<file path="config.mk">
export PLATFORM = sky130hd
export DESIGN_NAME = binary_thinning_pass
export DESIGN_NICKNAME = d
export VERILOG_FILES = /design/src/design/bthin_pkg.sv /design/src/design/bthin_ctrl.sv /design/src/design/bthin_lines.sv /design/src/design/bthin_obuf.sv /design/src/design/binary_thinning_pass.sv
export SDC_FILE = /design/constraint.sdc
export NUM_CORES = 2
export LEC_CHECK = 0
export BUFFER_PORTS_ARGS = -buffer_cell sky130_fd_sc_hd__clkbuf_2
export CORE_UTILIZATION = 45
export DETAILED_ROUTE_END_ITERATION = 8
export PLACE_DENSITY = 0.67
export SLEW_MARGIN = 15
export SYNTH_ARGS = -nofsm -noshare
export SYNTH_HDL_FRONTEND = slang
export SYNTH_SLANG_ARGS = --single-unit
export TNS_END_PERCENT = 100
</file>
<file path="constraint.sdc">
create_clock -name aclk -period 22.5 [get_ports aclk]
set_input_delay 4.5 -clock aclk [delete_from_list [all_inputs] [get_ports aclk]]
set_output_delay 4.5 -clock aclk [all_outputs]
set_load 0.02 [all_outputs]
</file>
<file path="src/design/bthin_pkg.sv">
package bthin_pkg;

    localparam int MAX_WIDTH  = 1024;
    localparam int MAX_HEIGHT = 1024;
    localparam int MIN_SIZE   = 3;

    localparam int COL_W     = $clog2(MAX_WIDTH);
    localparam int ROW_W     = $clog2(MAX_HEIGHT);
    localparam int CFG_W     = 11;
    localparam int CFG_IDX_W = 1;

    localparam int RESET_WIDTH  = 640;
    localparam int RESET_HEIGHT = 480;

    localparam int S_TDATA_W = 8;
    localparam int M_TDATA_W = 24;
    localparam int ITEM_W    = 1 + COL_W + ROW_W;

    localparam int OBUF_DEPTH = 4;
    localparam int OBUF_PTR_W = $clog2(OBUF_DEPTH);
    localparam int OBUF_CNT_W = $clog2(OBUF_DEPTH + 1);

    localparam int THIN_MIN_SAME = 3;
    localparam int THIN_MAX_SAME = 7;

    localparam logic [CFG_IDX_W-1:0] REG_IMAGE_WIDTH  = CFG_IDX_W'(0);
    localparam logic [CFG_IDX_W-1:0] REG_IMAGE_HEIGHT = CFG_IDX_W'(1);

    typedef enum logic [2:0] {
        SEL_LAST_UP,
        SEL_THIN,
        SEL_CENTRE,
        SEL_UPPER,
        SEL_MIDDLE
    } val_sel_t;

    typedef struct packed {
        logic             valid;
        logic             wr;
        logic             px;
        logic [COL_W-1:0] addr;
        logic             col_last;
        logic             emit;
        val_sel_t         sel;
        logic [COL_W-1:0] col;
        logic [ROW_W-1:0] row;
        logic             last;
    } stage_req_t;

    typedef struct packed {
        logic             last;
        logic [ROW_W-1:0] row;
        logic [COL_W-1:0] col;
        logic             pix;
    } out_item_t;

    // index of the last row/column after clamping the size to [MIN_SIZE, max]
    function automatic logic [COL_W-1:0] size_last(logic [CFG_W-1:0] v, logic [CFG_W-1:0] max);
        logic [CFG_W-1:0] last;
        if (v < CFG_W'(MIN_SIZE)) begin
            last = CFG_W'(MIN_SIZE - 1);
        end else if (v > max) begin
            last = max - CFG_W'(1);
        end else begin
            last = v - CFG_W'(1);
        end
        return last[COL_W-1:0];
    endfunction

    // window: bits 6..8 col c-2, 3..5 col c-1, 0..2 col c (top, middle, bottom)
    function automatic logic thin_centre(logic [8:0] w);
        logic       c;
        logic [7:0] ring;
        logic [7:0] nxt;
        logic [3:0] steps;
        logic [3:0] same;
        c     = w[4];
        ring  = {w[7], w[8], w[5], w[2], w[1], w[0], w[3], w[6]};
        nxt   = {ring[0], ring[7:1]};
        steps = '0;
        same  = '0;
        for (int k = 0; k < 8; k++) begin
            steps = steps + {3'b0, ring[k] & ~nxt[k]};
            same  = same + {3'b0, ring[k] == c};
        end
        if (steps == 4'd1 && same >= 4'(THIN_MIN_SAME) && same <= 4'(THIN_MAX_SAME) &&
            (ring[1] != c || ring[3] != c || (ring[7] != c && ring[5] != c))) begin
            return 1'b0;
        end
        return c;
    endfunction

endpackage

</file>
<file path="src/design/bthin_ctrl.sv">
module bthin_ctrl
    import bthin_pkg::*;
(
    input  logic                 aclk,
    input  logic                 aresetn,
    input  logic                 cfg_we,
    input  logic [CFG_IDX_W-1:0] cfg_addr,
    input  logic [CFG_W-1:0]     cfg_data,
    input  logic                 in_accept,
    input  logic                 in_px,
    input  logic                 in_flush,
    output logic [COL_W-1:0]     rd_addr,
    output stage_req_t           req_reg
);

    localparam logic [COL_W-1:0] WLAST_RESET =
        size_last(CFG_W'(RESET_WIDTH), CFG_W'(MAX_WIDTH));
    localparam logic [ROW_W-1:0] HLAST_RESET =
        ROW_W'(size_last(CFG_W'(RESET_HEIGHT), CFG_W'(MAX_HEIGHT)));

    logic [COL_W-1:0] wlast_reg, wlast_next;
    logic [ROW_W-1:0] hlast_reg, hlast_next;
    logic [COL_W-1:0] in_col_reg, in_col_next;
    logic [ROW_W-1:0] in_row_reg, in_row_next;
    logic             complete_reg, complete_next;
    logic [COL_W-1:0] em_col_reg, em_col_next;
    logic [ROW_W-1:0] em_row_reg, em_row_next;
    stage_req_t       req_next;
    logic             take_px;
    logic             take_fl;

    assign take_px = in_accept && !in_flush && !complete_reg;
    assign take_fl = in_accept && in_flush && complete_reg;
    assign rd_addr = complete_reg ? em_col_reg : in_col_reg;

    always_comb begin
        wlast_next    = wlast_reg;
        hlast_next    = hlast_reg;
        in_col_next   = in_col_reg;
        in_row_next   = in_row_reg;
        complete_next = complete_reg;
        em_col_next   = em_col_reg;
        em_row_next   = em_row_reg;

        req_next          = '0;
        req_next.sel      = SEL_CENTRE;
        req_next.px       = in_px;
        req_next.addr     = rd_addr;
        req_next.col      = em_col_reg;
        req_next.row      = em_row_reg;
        req_next.last     = (em_col_reg == wlast_reg) && (em_row_reg == hlast_reg);
        req_next.col_last = in_col_reg == wlast_reg;

        if (take_px) begin
            req_next.valid = 1'b1;
            req_next.wr    = 1'b1;
            req_next.emit  = !(in_row_reg == '0 || (in_row_reg == ROW_W'(1) && in_col_reg == '0));
            if (in_col_reg == '0) begin
                req_next.sel = SEL_LAST_UP;
            end else if (in_row_reg >= ROW_W'(2) && in_col_reg >= COL_W'(2)) begin
                req_next.sel = SEL_THIN;
            end else begin
                req_next.sel = SEL_CENTRE;
            end
            if (in_col_reg == wlast_reg) begin
                in_col_next = '0;
                if (in_row_reg == hlast_reg) begin
                    in_row_next   = '0;
                    complete_next = 1'b1;
                end else begin
                    in_row_next = in_row_reg + ROW_W'(1);
                end
            end else begin
                in_col_next = in_col_reg + COL_W'(1);
            end
        end else if (take_fl) begin
            req_next.valid = 1'b1;
            req_next.emit  = 1'b1;
            req_next.sel   = (em_row_reg == hlast_reg) ? SEL_MIDDLE : SEL_UPPER;
        end

        if (req_next.emit) begin
            if (req_next.last) begin
                in_col_next   = '0;
                in_row_next   = '0;
                complete_next = 1'b0;
                em_col_next   = '0;
                em_row_next   = '0;
            end else if (em_col_reg == wlast_reg) begin
                em_col_next = '0;
                em_row_next = em_row_reg + ROW_W'(1);
            end else begin
                em_col_next = em_col_reg + COL_W'(1);
            end
        end

        if (cfg_we) begin
            unique case (cfg_addr)
                REG_IMAGE_WIDTH: begin
                    wlast_next = size_last(cfg_data, CFG_W'(MAX_WIDTH));
                end
                REG_IMAGE_HEIGHT: begin
                    hlast_next = ROW_W'(size_last(cfg_data, CFG_W'(MAX_HEIGHT)));
                end
                default: begin
                    wlast_next = wlast_reg;
                end
            endcase
            in_col_next   = '0;
            in_row_next   = '0;
            complete_next = 1'b0;
            em_col_next   = '0;
            em_row_next   = '0;
        end
    end

    always_ff @(posedge aclk) begin
        if (!aresetn) begin
            wlast_reg    <= WLAST_RESET;
            hlast_reg    <= HLAST_RESET;
            in_col_reg   <= '0;
            in_row_reg   <= '0;
            complete_reg <= 1'b0;
            em_col_reg   <= '0;
            em_row_reg   <= '0;
            req_reg      <= '0;
        end else begin
            wlast_reg    <= wlast_next;
            hlast_reg    <= hlast_next;
            in_col_reg   <= in_col_next;
            in_row_reg   <= in_row_next;
            complete_reg <= complete_next;
            em_col_reg   <= em_col_next;
            em_row_reg   <= em_row_next;
            req_reg      <= req_next;
        end
    end

    a_complete_col: assert property (@(posedge aclk) disable iff (!aresetn)
        complete_reg |-> (in_col_reg == '0))
        else $error("input column not cleared once frame input is complete");

    a_pos_bounds: assert property (@(posedge aclk) disable iff (!aresetn)
        (in_col_reg <= wlast_reg) && (in_row_reg <= hlast_reg) &&
        (em_col_reg <= wlast_reg) && (em_row_reg <= hlast_reg))
        else $error("position counter out of frame");

    a_frame_restart: assert property (@(posedge aclk) disable iff (!aresetn)
        (req_reg.valid && req_reg.emit && req_reg.last) |->
        (!complete_reg && in_col_reg == '0 && in_row_reg == '0 &&
         em_col_reg == '0 && em_row_reg == '0))
        else $error("counters not restarted after frame end");

endmodule

</file>
<file path="src/design/bthin_lines.sv">
module bthin_lines
    import bthin_pkg::*;
(
    input  logic             aclk,
    input  logic             aresetn,
    input  logic [COL_W-1:0] rd_addr,
    input  stage_req_t       req,
    output logic             res_valid,
    output out_item_t        res
);

    // each entry: {upper row, middle row}
    logic [1:0] line_mem [MAX_WIDTH];
    logic [1:0] rd_reg;
    logic [8:0] window_reg, window_next;
    logic       last_up_reg;
    logic       wr_en;
    logic [1:0] wr_data;

    assign wr_en       = req.valid && req.wr;
    assign wr_data     = {rd_reg[0], req.px};
    assign window_next = {window_reg[5:0], req.px, rd_reg[0], rd_reg[1]};

    always_ff @(posedge aclk) begin
        if (wr_en) begin
            line_mem[req.addr] <= wr_data;
        end
    end

    // forward a same-edge write to the read
    always_ff @(posedge aclk) begin
        if (wr_en && req.addr == rd_addr) begin
            rd_reg <= wr_data;
        end else begin
            rd_reg <= line_mem[rd_addr];
        end
    end

    always_ff @(posedge aclk) begin
        if (!aresetn) begin
            window_reg <= '0;
        end else if (wr_en) begin
            window_reg <= window_next;
        end
    end

    always_ff @(posedge aclk) begin
        if (wr_en && req.col_last) begin
            last_up_reg <= rd_reg[0];
        end
    end

    assign res_valid = req.valid && req.emit;

    always_comb begin
        res.last = req.last;
        res.row  = req.row;
        res.col  = req.col;
        unique case (req.sel)
            SEL_LAST_UP: res.pix = last_up_reg;
            SEL_THIN:    res.pix = thin_centre(window_next);
            SEL_CENTRE:  res.pix = window_next[4];
            SEL_UPPER:   res.pix = rd_reg[1];
            SEL_MIDDLE:  res.pix = rd_reg[0];
            default:     res.pix = window_next[4];
        endcase
    end

endmodule

</file>
<file path="src/design/bthin_obuf.sv">
module bthin_obuf
    import bthin_pkg::*;
(
    input  logic      aclk,
    input  logic      aresetn,
    input  logic      push,
    input  out_item_t push_item,
    output logic      in_ready,
    output logic      m_valid,
    input  logic      m_ready,
    output out_item_t m_item
);

    out_item_t              buf_mem [OBUF_DEPTH];
    logic [OBUF_PTR_W-1:0]  wr_ptr_reg, wr_ptr_next;
    logic [OBUF_PTR_W-1:0]  rd_ptr_reg, rd_ptr_next;
    logic [OBUF_CNT_W-1:0]  count_reg, count_next;
    logic                   pop;

    // room for the request in flight plus one more
    assign in_ready = (count_reg + OBUF_CNT_W'(push)) < OBUF_CNT_W'(OBUF_DEPTH);
    assign m_valid  = count_reg != '0;
    assign m_item   = buf_mem[rd_ptr_reg];
    assign pop      = m_valid && m_ready;

    always_comb begin
        wr_ptr_next = push ? wr_ptr_reg + OBUF_PTR_W'(1) : wr_ptr_reg;
        rd_ptr_next = pop ? rd_ptr_reg + OBUF_PTR_W'(1) : rd_ptr_reg;
        count_next  = count_reg + OBUF_CNT_W'(push) - OBUF_CNT_W'(pop);
    end

    always_ff @(posedge aclk) begin
        if (push) begin
            buf_mem[wr_ptr_reg] <= push_item;
        end
    end

    always_ff @(posedge aclk) begin
        if (!aresetn) begin
            wr_ptr_reg <= '0;
            rd_ptr_reg <= '0;
            count_reg  <= '0;
        end else begin
            wr_ptr_reg <= wr_ptr_next;
            rd_ptr_reg <= rd_ptr_next;
            count_reg  <= count_next;
        end
    end

    a_no_overflow: assert property (@(posedge aclk) disable iff (!aresetn)
        !(push && !pop && count_reg == OBUF_CNT_W'(OBUF_DEPTH)))
        else $error("output buffer overflow");

endmodule

</file>
<file path="src/design/binary_thinning_pass.sv">
// One parallel thinning pass over a 1-bit raster image, one request per clock
// on both sides while neither stalls. Each pixel's result leaves after
// image_width+1 further input positions; after the last pixel of a frame send
// image_width+1 flush requests (s_tuser = 1) to drain it. The two line stores
// share one memory that is read on acceptance and written back the following
// cycle, with same-address forwarding, so a new request can enter every cycle
// while the output buffer has room. A four-entry output buffer absorbs m_tready
// stalls. Line memory needs no clearing after reset; every entry is written
// within a frame before it is used.
module binary_thinning_pass
    import bthin_pkg::*;
(
    input  logic                 aclk,
    input  logic                 aresetn,
    input  logic                 s_tvalid,
    output logic                 s_tready,
    input  logic [S_TDATA_W-1:0] s_tdata,   // [0] pixel_in
    input  logic                 s_tuser,   // flush
    output logic                 m_tvalid,
    input  logic                 m_tready,
    output logic [M_TDATA_W-1:0] m_tdata,   // [0] pixel_out, [10:1] out_col, [20:11] out_row
    output logic                 m_tlast,   // frame_end
    input  logic                 cfg_we,
    input  logic [CFG_IDX_W-1:0] cfg_addr,
    input  logic [CFG_W-1:0]     cfg_data
);

    stage_req_t       req;
    logic [COL_W-1:0] rd_addr;
    logic             in_accept;
    logic             res_valid;
    out_item_t        res;
    out_item_t        m_item;

    assign in_accept = s_tvalid && s_tready;

    bthin_ctrl u_ctrl (
        .aclk      (aclk),
        .aresetn   (aresetn),
        .cfg_we    (cfg_we),
        .cfg_addr  (cfg_addr),
        .cfg_data  (cfg_data),
        .in_accept (in_accept),
        .in_px     (s_tdata[0]),
        .in_flush  (s_tuser),
        .rd_addr   (rd_addr),
        .req_reg   (req)
    );

    bthin_lines u_lines (
        .aclk      (aclk),
        .aresetn   (aresetn),
        .rd_addr   (rd_addr),
        .req       (req),
        .res_valid (res_valid),
        .res       (res)
    );

    bthin_obuf u_obuf (
        .aclk      (aclk),
        .aresetn   (aresetn),
        .push      (res_valid),
        .push_item (res),
        .in_ready  (s_tready),
        .m_valid   (m_tvalid),
        .m_ready   (m_tready),
        .m_item    (m_item)
    );

    assign m_tdata = {(M_TDATA_W - ITEM_W)'(0), m_item.row, m_item.col, m_item.pix};
    assign m_tlast = m_item.last;

endmodule

</file>
==> impl_metrics.py <==
metrics = {
    "status": {
        "status": "completed",
    },
    "place": {
        "dp_hpwl_mm": 160,
        "gp_congestion": 0.892,
        "io_buffers": 42,
    },
    "cts": {
        "cts_tree": "built",
        "cts_buffer_depth": 3,
        "clk_latency_ps": 910,
        "post_cts_buffers": 0,
        "hold_buffers": 0,
        "path_clk_slew_ps": 60,
        "cts_made_buffers": 219,
        "clock-root-buffer": "clkbuf_16",
        "htree_levels": 4,
        "cts.sinks": 2262,
        "cts_resized": 0,
    },
    "sta": {
        "fin_skew_ps": 94.4,
        "drv_slew": 0,
        "finalHoldViolCount": 0,
        "fin_crit_ps": 9400,
        "fmax_ghz": 0.106,
        "setup_viol": 0,
        "max_slew_margin": 0.121,
        "tns_ps": 0,
        "tightest_slew_ps": 1280,
        "finalCritPeriodShare": 0.418,
        "rsz0062_at_grt": "false",
    },
    "routing": {
        "routed_via_density": 6.32,
        "wl_mm": 273,
        "drt-pass1-iter-count": 6,
        "drtIter0Drc": 8518,
        "routed-via-count": 54300,
        "route.detailed.drc": 0,
        "postRouteAntennaNets": 0,
        "wl_per_cell_um": 31.8,
    },
    "final_layout": {
        "drive_above_1_share": 0.185,
        "nets": 5765,
        "largest_reg_flops": 2048,
        "final_common_cell": "edfxtp_1",
        "final_cell_mix": "edfxtp_1 (2137), nor2_1 (1125), mux4_2 (415), nand2_1 (222), clkbuf_16 (221)",
        "syn_to_final_growth_pct": 11.1,
    },
    "die": {
        "dieWidth_um": 458,
        "die_area_mm2": 0.209,
        "io_pins": 53,
        "initial_utilization": 0.455,
        "row_count": 166,
        "core_mm2": 0.205,
        "die_y_um": 458,
    },
    "synth": {
        "synth.distinct_cells": 90,
        "synthArstFlopShare": 0,
        "synth-seq-cells": 2262,
        "synth_edf_count": 2137,
        "syn_avg_cell_area_um2": 16.3,
        "synth_top_family_by_area": "multiplexers",
        "synth_compound_area_frac": 0.0341,
        "synth_ff_type": "edfxtp_1",
        "synth_area_mm2": 0.0934,
        "synth_xor_area_frac": 0.00844,
        "syn_inst": 5726,
        "yosys_warnings": 0,
        "synthMuxAreaShare": 0.134,
        "yosysSeqAreaShare": 0.714,
        "synthAdderAreaFrac": 0.00490,
        "yosys.area_share.simple": 0.0785,
    },
    "global_route": {
        "grt_max_degree": 285,
        "first_global_vias": 53100,
        "grt_pass1_wl_mm": 386,
        "antenna_found_initial": 11,
        "grt_usage": 0.259,
        "overflow": 0,
    },
    "power": {
        "p_per_area_mw_per_mm2": 83.1,
        "total_power_mw": 8.62,
        "ir_drop_mv": 0.0743,
        "p_leak_nw": 29.7,
    },
    "critical_path": {
        "crit_buf_inv": 8,
        "path_depth": 16,
        "cp-start-kind": "flip-flop",
        "worst_ep_required_time_ps": 23020,
        "end_kind": "flip-flop",
        "critPathKind": "reg2reg",
        "crit_family": "buffers and inverters",
        "slowest_delay_ps": 860,
        "cp_cell_sequence": "buf_12 > buf_4 > buf_4 > mux4_2 > nor2_1 > nor4_1 > nor4_1 > o41ai_1 > and4_2 > or4_1 > o311ai_4 > inv_8 > buf_12 > buf_16 > buf_4 > buf_4",
        "reg2reg_depth": 16,
        "cp.arrival_ps": 9910,
        "cp_slowest_cell": "buf_4",
        "cp_common_cell": "buf_4",
        "worstPathMaxFanout": 201,
    },
    "worst_hold_path": {
        "hold_class": "reg2reg",
        "hold_depth": 0,
    },
    "job": {
        "cap_violations": 0,
    },
}
==> synthesized netlist by cell type (21+ instances only) <==
cell,number,area [um^2]
nor3_1,33,165
nor2_1,1128,4230
and2_1,55,344
mux4_1,24,631
nand2_1,235,882
nor2b_1,36,225
a211oi_1,23,173
mux2_2,40,450
a31oi_1,28,175
a21oi_1,65,325
mux2i_1,212,2120
buf_6,21,236
buf_1,42,158
inv_1,32,120
edfxtp_1,2137,64200
a22oi_1,80,601
o221ai_1,28,245
and3_1,27,169
ha_1,23,288
dfxtp_1,125,2500
buf_2,68,340
nor4_1,22,138
clkbuf_1,250,938
mux4_2,415,9350
nand2b_1,21,131
o22ai_1,44,275
nand3_1,82,410
o21ai_0,44,220
buf_4,39,293
nand4_1,25,156
xor2_1,47,412
xnor2_1,43,377
==> power breakdown <==
| group | internal, mW | switching (mW) | leakage [nW] |
|---|---|---|---|
| combinational | 0.0777 | 0.135 | 7.00 |
| sequential | 4.59 | 0.0126 | 19.1 |
| clock | 2.17 | 1.64 | 3.66 |
==> layer usage <==
layer  global-route usage  vias to the layer above  share of wire
li1                     -                    22100              -
met1                0.349                    27900           0.37
met2                0.400                     3655           0.46
met3               0.0613                      669           0.12
met4                0.116                        6          0.049
met5                    0                        -        0.00013
==> metrics by stage <==
step	worst slack [ps]	hold WS, ps	util	area (um^2)	cells
floorplan	6050	438	-	93400	5729
finish	13100	474	0.505	104000	8592
CTS	13290	477	0.505	104000	8586
global placement	13420	448	0.468	96200	8174
global route	12650	487	0.505	104000	8588
detailed placement	13260	463	0.468	96200	8174
==> final timing paths <==
path                 startpoint                      end  slack (ps)
max                   flip-flop  u_lines.line_mem[98][1]       13100
min          u_ctrl.req_reg[17]     u_obuf.buf_mem[0][7]         470
max reg2reg           flip-flop  u_lines.line_mem[98][1]       13100
min reg2reg  u_ctrl.req_reg[17]     u_obuf.buf_mem[0][7]         470
==> cell type report <==
cell class / instances / area (um^2)
Inverter: 35 / 139
Clock inverter: 152 / 1780
Sequential cell: 2262 / 66700
Tap cell: 2688 / 3360
Multi-Input combinational cell: 2992 / 24600
Fill cell: 16500 / 102000
Clock buffer: 260 / 5740
Timing Repair Buffer: 198 / 1450
Antenna cell: 5 / 12.5
==> logic make-up after synthesis <==
logic type	count (synthesis)
and+or+nand+nor	1728
adders and majority gates	32
AOI/OAI and AO/OA	446
DFF	2262
buffers and inverters	475
other	1
xor gates and xnor gates	90
muxes	692
No activity file was read; power rests on OpenSTA's default activity.
